===== src/rmm_pkg.sv =====
// shared types and constants for the running min, max and mean block
package rmm_pkg;

  localparam int unsigned SAMPLE_W = 32;
  localparam int unsigned TIME_W   = 64;
  localparam int unsigned COUNT_W  = 32;
  localparam int unsigned IN_W     = SAMPLE_W + TIME_W;
  localparam int unsigned OUT_W    = 3 * SAMPLE_W + 2 * TIME_W + COUNT_W;
  localparam int unsigned DIV_STEPS = SAMPLE_W;
  localparam int unsigned STEP_W    = $clog2(DIV_STEPS);

  typedef enum logic [1:0] {
    ST_IDLE,
    ST_DIV,
    ST_COMMIT
  } state_e;

  typedef struct packed {
    logic load;
    logic step;
    logic commit;
  } cmd_t;

  typedef struct packed {
    logic first;
    logic div_last;
  } status_t;

endpackage


===== src/rmm_ctrl.sv =====
// controller: request handshakes and sequencing of the mean divider
module rmm_ctrl (
  input  logic            clk_i,
  input  logic            rst_ni,
  input  logic            s_axis_tvalid,
  output logic            s_axis_tready,
  output logic            m_axis_tvalid,
  input  logic            m_axis_tready,
  input  rmm_pkg::status_t status_i,
  output rmm_pkg::cmd_t    cmd_o
);
  import rmm_pkg::*;

  state_e state_q, state_d;
  logic   out_valid_q, out_valid_d;
  logic   out_free;

  assign out_free = !out_valid_q || m_axis_tready;

  always_comb begin
    state_d = state_q;
    case (state_q)
      ST_IDLE: begin
        if (s_axis_tvalid) begin
          state_d = status_i.first ? ST_COMMIT : ST_DIV;
        end
      end
      ST_DIV: begin
        if (status_i.div_last) begin
          state_d = ST_COMMIT;
        end
      end
      ST_COMMIT: begin
        if (out_free) begin
          state_d = ST_IDLE;
        end
      end
      default: state_d = ST_IDLE;
    endcase
  end

  always_comb begin
    cmd_o         = '0;
    s_axis_tready = 1'b0;
    case (state_q)
      ST_IDLE: begin
        s_axis_tready = 1'b1;
        cmd_o.load    = s_axis_tvalid;
      end
      ST_DIV: begin
        cmd_o.step = 1'b1;
      end
      ST_COMMIT: begin
        cmd_o.commit = out_free;
      end
      default: begin
        cmd_o = '0;
      end
    endcase
  end

  always_comb begin
    if (cmd_o.commit) begin
      out_valid_d = 1'b1;
    end else if (m_axis_tready) begin
      out_valid_d = 1'b0;
    end else begin
      out_valid_d = out_valid_q;
    end
  end

  assign m_axis_tvalid = out_valid_q;

  always_ff @(posedge clk_i or negedge rst_ni) begin
    if (!rst_ni) begin
      state_q     <= ST_IDLE;
      out_valid_q <= 1'b0;
    end else begin
      state_q     <= state_d;
      out_valid_q <= out_valid_d;
    end
  end

endmodule


===== src/rmm_dp.sv =====
// datapath: statistics registers, restoring divider and result register
module rmm_dp (
  input  logic                      clk_i,
  input  logic                      rst_ni,
  input  logic [rmm_pkg::IN_W-1:0]  in_data_i,
  output logic [rmm_pkg::OUT_W-1:0] out_data_o,
  input  rmm_pkg::cmd_t             cmd_i,
  output rmm_pkg::status_t          status_o
);
  import rmm_pkg::*;

  // statistics
  logic [COUNT_W-1:0]         count_q, count_d;
  logic signed [SAMPLE_W-1:0] low_q, low_d;
  logic signed [SAMPLE_W-1:0] high_q, high_d;
  logic signed [SAMPLE_W-1:0] avg_q, avg_d;
  logic [TIME_W-1:0]          first_q, first_d;
  logic [TIME_W-1:0]          last_q, last_d;

  // latched request and divider
  logic signed [SAMPLE_W-1:0] smp_q;
  logic [TIME_W-1:0]          tim_q;
  logic                       neg_q;
  logic [SAMPLE_W-1:0]        dvd_q, dvd_d;
  logic [COUNT_W:0]           rem_q, rem_d;
  logic [COUNT_W:0]           dvs_q;
  logic [STEP_W-1:0]          step_q, step_d;

  logic signed [SAMPLE_W-1:0] in_smp;
  logic [TIME_W-1:0]          in_tim;
  logic [SAMPLE_W:0]          diff;
  logic [SAMPLE_W:0]          diff_mag;
  logic [COUNT_W+1:0]         trial;
  logic [COUNT_W+1:0]         trial_sub;
  logic                       q_bit;
  logic [SAMPLE_W:0]          q_signed;
  logic [SAMPLE_W:0]          avg_sum;
  logic                       first;

  assign in_smp = in_data_i[SAMPLE_W-1:0];
  assign in_tim = in_data_i[IN_W-1:SAMPLE_W];
  assign first  = (count_q == '0);

  assign status_o.first    = first;
  assign status_o.div_last = (step_q == STEP_W'(DIV_STEPS - 1));

  // sample minus mean, exact in one extra bit
  assign diff     = {in_smp[SAMPLE_W-1], in_smp} - {avg_q[SAMPLE_W-1], avg_q};
  assign diff_mag = diff[SAMPLE_W] ? (~diff + 1'b1) : diff;

  assign trial     = {rem_q, dvd_q[SAMPLE_W-1]};
  assign trial_sub = trial - {1'b0, dvs_q};
  assign q_bit     = (trial >= {1'b0, dvs_q});

  always_comb begin
    dvd_d  = dvd_q;
    rem_d  = rem_q;
    step_d = step_q;
    if (cmd_i.load) begin
      dvd_d  = diff_mag[SAMPLE_W-1:0];
      rem_d  = '0;
      step_d = '0;
    end else if (cmd_i.step) begin
      dvd_d  = {dvd_q[SAMPLE_W-2:0], q_bit};
      rem_d  = q_bit ? trial_sub[COUNT_W:0] : trial[COUNT_W:0];
      step_d = step_q + 1'b1;
    end
  end

  assign q_signed = neg_q ? (~{1'b0, dvd_q} + 1'b1) : {1'b0, dvd_q};
  assign avg_sum  = {avg_q[SAMPLE_W-1], avg_q} + q_signed;

  always_comb begin
    count_d = count_q;
    low_d   = low_q;
    high_d  = high_q;
    avg_d   = avg_q;
    first_d = first_q;
    last_d  = last_q;
    if (cmd_i.commit) begin
      if (first) begin
        low_d   = smp_q;
        high_d  = smp_q;
        avg_d   = smp_q;
        first_d = tim_q;
        last_d  = tim_q;
      end else begin
        if (smp_q < low_q) begin
          low_d = smp_q;
        end
        if (smp_q > high_q) begin
          high_d = smp_q;
        end
        if (tim_q < first_q) begin
          first_d = tim_q;
        end
        if (tim_q > last_q) begin
          last_d = tim_q;
        end
        avg_d = avg_sum[SAMPLE_W-1:0];
      end
      // saturate at all ones
      if (count_q != '1) begin
        count_d = count_q + 1'b1;
      end
    end
  end

  always_ff @(posedge clk_i or negedge rst_ni) begin
    if (!rst_ni) begin
      count_q <= '0;
      low_q   <= '0;
      high_q  <= '0;
      avg_q   <= '0;
      first_q <= '0;
      last_q  <= '0;
      step_q  <= '0;
    end else begin
      count_q <= count_d;
      low_q   <= low_d;
      high_q  <= high_d;
      avg_q   <= avg_d;
      first_q <= first_d;
      last_q  <= last_d;
      step_q  <= step_d;
    end
  end

  always_ff @(posedge clk_i) begin
    dvd_q <= dvd_d;
    rem_q <= rem_d;
    if (cmd_i.load) begin
      smp_q <= in_smp;
      tim_q <= in_tim;
      neg_q <= diff[SAMPLE_W];
      dvs_q <= {1'b0, count_q} + 1'b1;
    end
  end

  always_ff @(posedge clk_i) begin
    if (cmd_i.commit) begin
      out_data_o <= {count_d, last_d, first_d, avg_d, high_d, low_d};
    end
  end

endmodule


===== src/running_min_max_mean_top.sv =====
// top level of the running min, max and mean statistics block
//
// channel  dir  width  contents
// s_axis   in   96     sample, timestamp
// m_axis   out  256    min, max, mean, earliest, latest, points seen
//
// a first request is accepted and then written to the result register; every later one
// is accepted, passes the bit-serial restoring divider of the mean update and is then
// written to the result register. the next request is accepted while a result waits
// in the output register; the commit stalls until it is taken.
// reset clears all statistics to zero.
module running_min_max_mean_top (
  input  logic                      clk_i,
  input  logic                      rst_ni,
  input  logic                      s_axis_tvalid,
  output logic                      s_axis_tready,
  // sample [31:0], timestamp [95:32]
  input  logic [rmm_pkg::IN_W-1:0]  s_axis_tdata,
  output logic                      m_axis_tvalid,
  input  logic                      m_axis_tready,
  // min_sample [31:0], max_sample [63:32], mean_sample [95:64],
  // earliest_time [159:96], latest_time [223:160], points_seen [255:224]
  output logic [rmm_pkg::OUT_W-1:0] m_axis_tdata
);
  import rmm_pkg::*;

  cmd_t    cmd;
  status_t status;

  rmm_ctrl u_ctrl (
    .clk_i         (clk_i),
    .rst_ni        (rst_ni),
    .s_axis_tvalid (s_axis_tvalid),
    .s_axis_tready (s_axis_tready),
    .m_axis_tvalid (m_axis_tvalid),
    .m_axis_tready (m_axis_tready),
    .status_i      (status),
    .cmd_o         (cmd)
  );

  rmm_dp u_dp (
    .clk_i      (clk_i),
    .rst_ni     (rst_ni),
    .in_data_i  (s_axis_tdata),
    .out_data_o (m_axis_tdata),
    .cmd_i      (cmd),
    .status_o   (status)
  );

endmodule


===== config.mk =====
export PLATFORM = sky130hd
export DESIGN_NAME = running_min_max_mean_top
export DESIGN_NICKNAME = d
export VERILOG_FILES = /design/src/rmm_pkg.sv /design/src/rmm_ctrl.sv /design/src/rmm_dp.sv /design/src/running_min_max_mean_top.sv
export SDC_FILE = /design/constraint.sdc
export NUM_CORES = 1
export LEC_CHECK = 0
export BUFFER_PORTS_ARGS = -buffer_cell sky130_fd_sc_hd__buf_4
export CAP_MARGIN = 30
export CELL_PAD_IN_SITES_DETAIL_PLACEMENT = 1
export CELL_PAD_IN_SITES_GLOBAL_PLACEMENT = 2
export CORE_MARGIN = 2
export CORE_UTILIZATION = 44
export DETAILED_ROUTE_END_ITERATION = 16
export PLACE_DENSITY_LB_ADDON = 0.2
export SKIP_CTS_REPAIR_TIMING = 1
export SYNTH_ARGS = -nofsm -noshare
export SYNTH_HDL_FRONTEND = slang
export SYNTH_SLANG_ARGS = --single-unit

===== constraint.sdc =====
create_clock -name clk_i -period 30.4 [get_ports clk_i]
set_input_delay 1.52 -clock clk_i [delete_from_list [all_inputs] [get_ports clk_i]]
set_output_delay 1.52 -clock clk_i [all_outputs]
set_load 0.05 [all_outputs]

# Yosys cells after proc, flatten, opt, wreduce, memory -nomap -nowiden
# Index checks and enable logic that the tools add are counted.
[word_totals]
out_inout_bits = 258
word_cells = 79
register_bits = 715
in_bits = 100
[classes]
mux = 34
n_reduce_logical = 7
n_addsub = 8
order_cmp = 5
bitwise = 2
n_eq_ne = 7
[op_table]
columns = ["operator", "n"]
rows = [
  ["$mux 32", 14],
  ["$mux 64", 6],
  ["$add 32x1->32 const B", 3],
  ["$gt 64x64->1", 1],
  ["$lt 64x64->1", 1],
  ["$not 32->32", 2],
  ["$ge 34x33->1", 1],
  ["$add 32x1->33 const B", 1],
  ["$mux 33", 1],
  ["$sub 32x32->33", 1],
  ["$sub 33x33->33", 1],
  ["$add 32x32->32", 1],
  ["$gt 32x32->1", 1],
  ["$logic_not 32->1", 1],
  ["$lt 32x32->1", 1],
  ["$ne 32x32->1 const B", 1],
  ["$mux 5", 2],
  ["$mux 2", 4],
  ["$mux 1", 6],
  ["$pmux 2 s3", 1],
  ["$add 5x1->5 const B", 1],
  ["$eq 5x5->1 const B", 1],
  ["$ne 2x2->1 const B", 2],
  ["$reduce_bool 2->1", 2],
  ["7 further kinds", 7],
]

# Depth between registers and ports, before layout
[depth]
word_depth = 6
depth_mapped = 21
ltp_nobuf = 21

# Modules after synthesis
# A second synthesis with hierarchy kept.
[unflattened]
cells_unflattened = 3111
hier_area_um2 = 36521.3
[modules_own_cells]
columns = ["module", "seq_area_each_um2", "area_per_inst_um2", "cells_each", "instances"]
rows = [
  ["rmm_dp", 19743.9, 36338.6, 3092, 1],
  ["rmm_ctrl", 75.1, 182.7, 19, 1],
]

# Least setup slack after synthesis
# OpenSTA, ideal clock, no wires.
[synth_timing]
kind = "input to register"
start = "input m_axis_tready"
end = "register u_dp.out_data_o[71] in the netlist's numbering (data pin)"
n_path_buf = 3
path_stages = 7
path_slack_ps = 19826
t_required_ps = 29775
t_arrival_ps = 9949
setup_ps = 625
cell_sequence = "nand2b_1 -> nand2b_1 -> clkbuf_1 -> inv_1 -> clkbuf_1 -> clkbuf_1 -> o21ai_0"
[synth_lines]
columns = ["element", "line", "text"]
rows = [
  ["from (decl)", "running_min_max_mean_top.sv:20", "input logic m_axis_tready,"],
  ["to (signal assigned)", "rmm_dp.sv:142", "out_data_o <= {count_d, last_d, first_d, avg_d, high_d, low_d};"],
  ["to (decl)", "rmm_dp.sv:6", "output logic [rmm_pkg::OUT_W-1:0] out_data_o,"],
]

# Worst setup path after layout
[layout_timing]
start = "input s_axis_tdata[0] in the netlist's numbering"
end = "register u_dp.dvd_q[22] (data pin)"
[layout_via]
elab_chain_len = 5
[layout_lines]
columns = ["element", "line", "text"]
rows = [
  ["from (decl)", "running_min_max_mean_top.sv:18", "input logic [rmm_pkg::IN_W-1:0] s_axis_tdata,"],
  ["$sub 32x32->33 *", "rmm_dp.sv:48", "assign diff = {in_smp[SAMPLE_W-1], in_smp} - {avg_q[SAMPLE_W-1], avg_q};"],
  ["$not 32->32", "rmm_dp.sv:49", "assign diff_mag = diff[SAMPLE_W] ? (~diff + 1'b1) : diff;"],
  ["$add 32x1->32", "rmm_dp.sv:49", ""],
  ["$mux 32 *", "rmm_dp.sv:49", ""],
  ["$mux 32 *", "rmm_dp.sv:59", "if (cmd_i.load) begin"],
  ["named net u_dp.dvd_d[22]", "rmm_dp.sv:24", "logic [SAMPLE_W-1:0] dvd_q, dvd_d;"],
  ["to (signal assigned)", "rmm_dp.sv:130", "dvd_q <= dvd_d;"],
  ["to (decl)", "rmm_dp.sv:24", ""],
]
# Mark *: on every way through the listed nets, which the timed path passes. The rest lies on a longest branch.
# A chain may end at the register's enable or synchronous reset.

==> results_dict.tcl <==
set metrics [dict create \
    regToRegStartpoint "u_dp.dvd_q[0]" \
    wirelength_met1_um 45300 \
    ios 358 \
    die_area_sq_mm 0.0845 \
    first_iter_violations 1139 \
    hpwl_um 77900 \
    num_rows 105 \
    final_common_cell "edfxtp_1" \
    final_hold_viol_count 0 \
    powerDensity_mw_per_mm2 73.4 \
    top_layer_used "met5" \
    critPathMostFrequentCell "o21ai_1" \
    async_flop_share_pct 36.9 \
    grt-ovfl-total 0 \
    min_path_cells 2 \
    grt_max_degree 83 \
    finClkSkew_ns 0.0368 \
    cts_tree "built" \
    fin_setup_tns_ns 0 \
    numCtsBuffers 80 \
    drt-wirelength-per-cell_um 23.2 \
    synth_edf_count 418 \
    die_w_um 291 \
    max_freq_mhz 181 \
    synth_ff_type "edfxtp_1" \
    cp-start-kind "input port" \
    cap_violations 0 \
    setup_viol 0 \
    fin_crit_ns 5.54 \
    worst_hold_path_type "flop to flop" \
    cp_max_fo 23 \
    ys.warnings.count 0 \
    routed_wl_um 106000 \
    fillers 8481 \
    nNetsFinal 3837 \
    path_delay_family "compound AO/OA/AOI/OAI gates" \
    crit_slowest_cell "a31oi_2" \
    cpPeakStageDelay_ns 0.67 \
    dr.pass1.iters 5 \
    clk_latency_ns 0.65 \
    antenna_found_initial 4 \
    maxSlewHeadroom_pct 38.4 \
    syn_area_sq_mm 0.0362 \
    required_ns 30.73 \
    r2r_cells 21 \
    areaGrowthSynthToFinish_pct 19.0 \
    drtAntennaViolNets 0 \
    postSynthCellCount 3052 \
    grt_usage_pct 25.1 \
    critical_path_buf_inv_count 3 \
    period_share_pct 18.2 \
    num_vias 25200 \
    multi_input_area_sq_mm 0.0151 \
    drive_above_1_share_pct 19.8 \
    clk_pin_slew_ns 0.06 \
    syn_area_per_cell_sq_um 11.9 \
    fp.dieH_um 291 \
    fin_area_sq_mm 0.0430 \
    status "finished clean" \
    timing.rr.end "u_dp.out_data_o[93]" \
    final_cell_mix "edfxtp_1, buf_4, ha_1, inv_1, dfrtp_1" \
    clockRootBuffer "clkbuf_16" \
    ys_seq_elements 715 \
    worst_pin_slew_ns 0.924 \
    drv_slew 0 \
    synth_fp_nets 3452 \
    regArea_sq_mm 0.0198 \
    hold-path-endpoint "u_dp.rem_q[29]" \
    core_area_sq_mm 0.0817 \
    cts_buffer_depth 3 \
    placed_cell_area_sq_mm 0.0402 \
    ys_types 85 \
    cts_htree_levels 3 \
    critical_path_class "input port to flop" \
    cp_cell_sequence "buf_4 > inv_1 > ha_1 > fa_1 > nor2b_4 > o31a_1 > a211oi_2 > o21ai_1 > a311oi_1 > o31ai_1 > nand2_1 > a31oi_2 > inv_2 > o21ai_1 > xor2_1 > o21ai_0" \
    cts.sinks 715 \
    synth-seq-area-share_pct 54.8 \
    grt_pass1_wl_um 164000 \
    route.met3.wl_um 4440 \
    leakage_nw 17.9 \
    avgViaCountPerCell 5.51 \
    rsz0062_at_grt "no" \
    grt_pass1_vias 27000 \
    end_kind "flop" \
    rrSetupSlack_ns 25.20 \
    arrival_ns 5.87 \
    worstHoldStart "u_dp.rem_q[29]" \
    drc_errors 0 \
    finalWeightedCongestion 0.863 \
    placement.io_buffers 357 \
    route.met2.wl_um 53300 \
    irDropWorstVdd_mv 0.0573 \
    power.total_mw 3.16 \
    initial_core_util_pct 44.3 \
]
-- registers in the layout, summed over array words and instances, names as in the netlist --
signal and flops:
u_dp.dvs_q 33, u_dp.step_q 5, u_dp.high_q 32, u_dp.avg_q 32, u_dp.neg_q 1, u_dp.count_q 32
u_dp.dvd_q 32, u_dp.tim_q 64, u_dp.out_data_o 256, u_dp.rem_q 33, u_dp.last_q 64, u_dp.low_q 32
u_dp.smp_q 32, u_dp.first_q 64, u_ctrl.m_axis_tvalid 1, u_ctrl.state_q 2
-- synth_stat cells (21+ instances only) --
library cell    n  area share [%]
dfrtp_1       264              18
clkbuf_1       75            0.78
a21oi_1       162             2.2
o31ai_1        21            0.44
dfxtp_1        33             1.8
a21o_1        107             2.2
nor2_1        128             1.3
mux2_2        149             4.6
and3_1         23            0.40
ha_1          297              10
nor2b_1        31            0.54
edfxtp_1      418              35
nand3_1        39            0.54
nand4_1        62             1.1
xor2_1         74             1.8
o21ai_1        35            0.48
nor3_1         25            0.35
inv_1         290             3.0
o21a_1         34            0.71
o21ai_0       143             2.0
xnor2_1       118             2.9
nand2_1       200             2.1
mux2_1         44             1.4
nand2b_1       30            0.52
a211oi_1       23            0.48
-- report_power, final --
group          internal [mW]  total (mW)  switching, mW
clock                  0.586        1.01          0.424
combinational          0.381       0.927          0.546
sequential              1.13        1.22         0.0852
total                   2.10        3.16           1.06
-- cells by family (layout without fill, tap and decap cells) --
| logic type | after synthesis | count (layout) | synth area share (%) |
|---|---|---|---|
| compound gates | 655 | 655 | 11.5 |
| xor+xnor | 193 | 193 | 4.69 |
| other cells | 0 | 3 | 0 |
| fa+ha+maj | 300 | 300 | 10.4 |
| flops | 715 | 715 | 54.8 |
| mux | 202 | 202 | 6.26 |
| simple gates | 617 | 617 | 8.43 |
| buf+inv | 370 | 822 | 3.85 |
-- stage by stage --
step / hold slack (ns) / cells / utilization (%) / worst slack (ns)
2_1_floorplan: 0.435 / 3052 / - / 19.83
3_3_place_gp: 0.467 / 4420 / 49.1 / 24.54
3_5_place_dp: 0.484 / 4424 / 49.2 / 24.27
4_1_cts: 0.492 / 4573 / 52.6 / 24.89
5_1_grt: 0.511 / 4577 / 52.7 / 24.48
6_report: 0.487 / 4577 / 52.7 / 24.86
-- how the worst max path moves through the flow --
stage                    start                  end  slack [ns]  depth (start not counted)
2_1_floorplan    m_axis_tready  u_dp.out_data_o[71]       19.83                          7
3_3_place_gp   s_axis_tdata[0]       u_dp.dvd_q[11]       24.54                         16
4_1_cts        s_axis_tdata[0]       u_dp.dvd_q[22]       24.89                         16
5_1_grt        s_axis_tdata[0]       u_dp.dvd_q[22]       24.48                         16
6_report       s_axis_tdata[0]       u_dp.dvd_q[22]       24.86                         16
3_5_place_dp   s_axis_tdata[0]       u_dp.dvd_q[22]       24.27                         16
-- worst register-to-register path: stages (launching register included) --
cell,delay (ns)
edfxtp_1,0.46
inv_1,0.13
ha_1,0.17
nand2b_1,0.07
nand2b_1,0.15
or2_2,0.30
or3_1,0.42
or4_1,0.56
nor2_1,0.17
nand2_1,0.07
nand2_1,0.08
xnor2_1,0.14
ha_1,0.32
a21oi_1,0.17
nor2b_1,0.05
o21ai_0,0.15
nand2b_1,0.11
a211oi_1,0.36
a21boi_0,0.14
o21a_1,0.19
o311ai_0,0.45
o211ai_1,0.22
-- layout make-up --
class	count	share of cell area [%]
Inverter	291	2.57
Antenna cell	3	0.0174
Tap cell	1070	3.11
Timing Repair Buffer	382	6.85
Clock buffer	102	5.09
Multi-Input combinational cell	1967	35.0
Sequential cell	715	46.1
Clock inverter	47	1.33
-- layer usage --
metal | global-route usage [%] | up-vias
met3 | 3.92 | 151
met5 | 0 | -
met2 | 43.9 | 500
li1 | - | 11800
met4 | 7.96 | 2
met1 | 31.7 | 12700
Note: power is estimated with default switching activity, not from simulation.
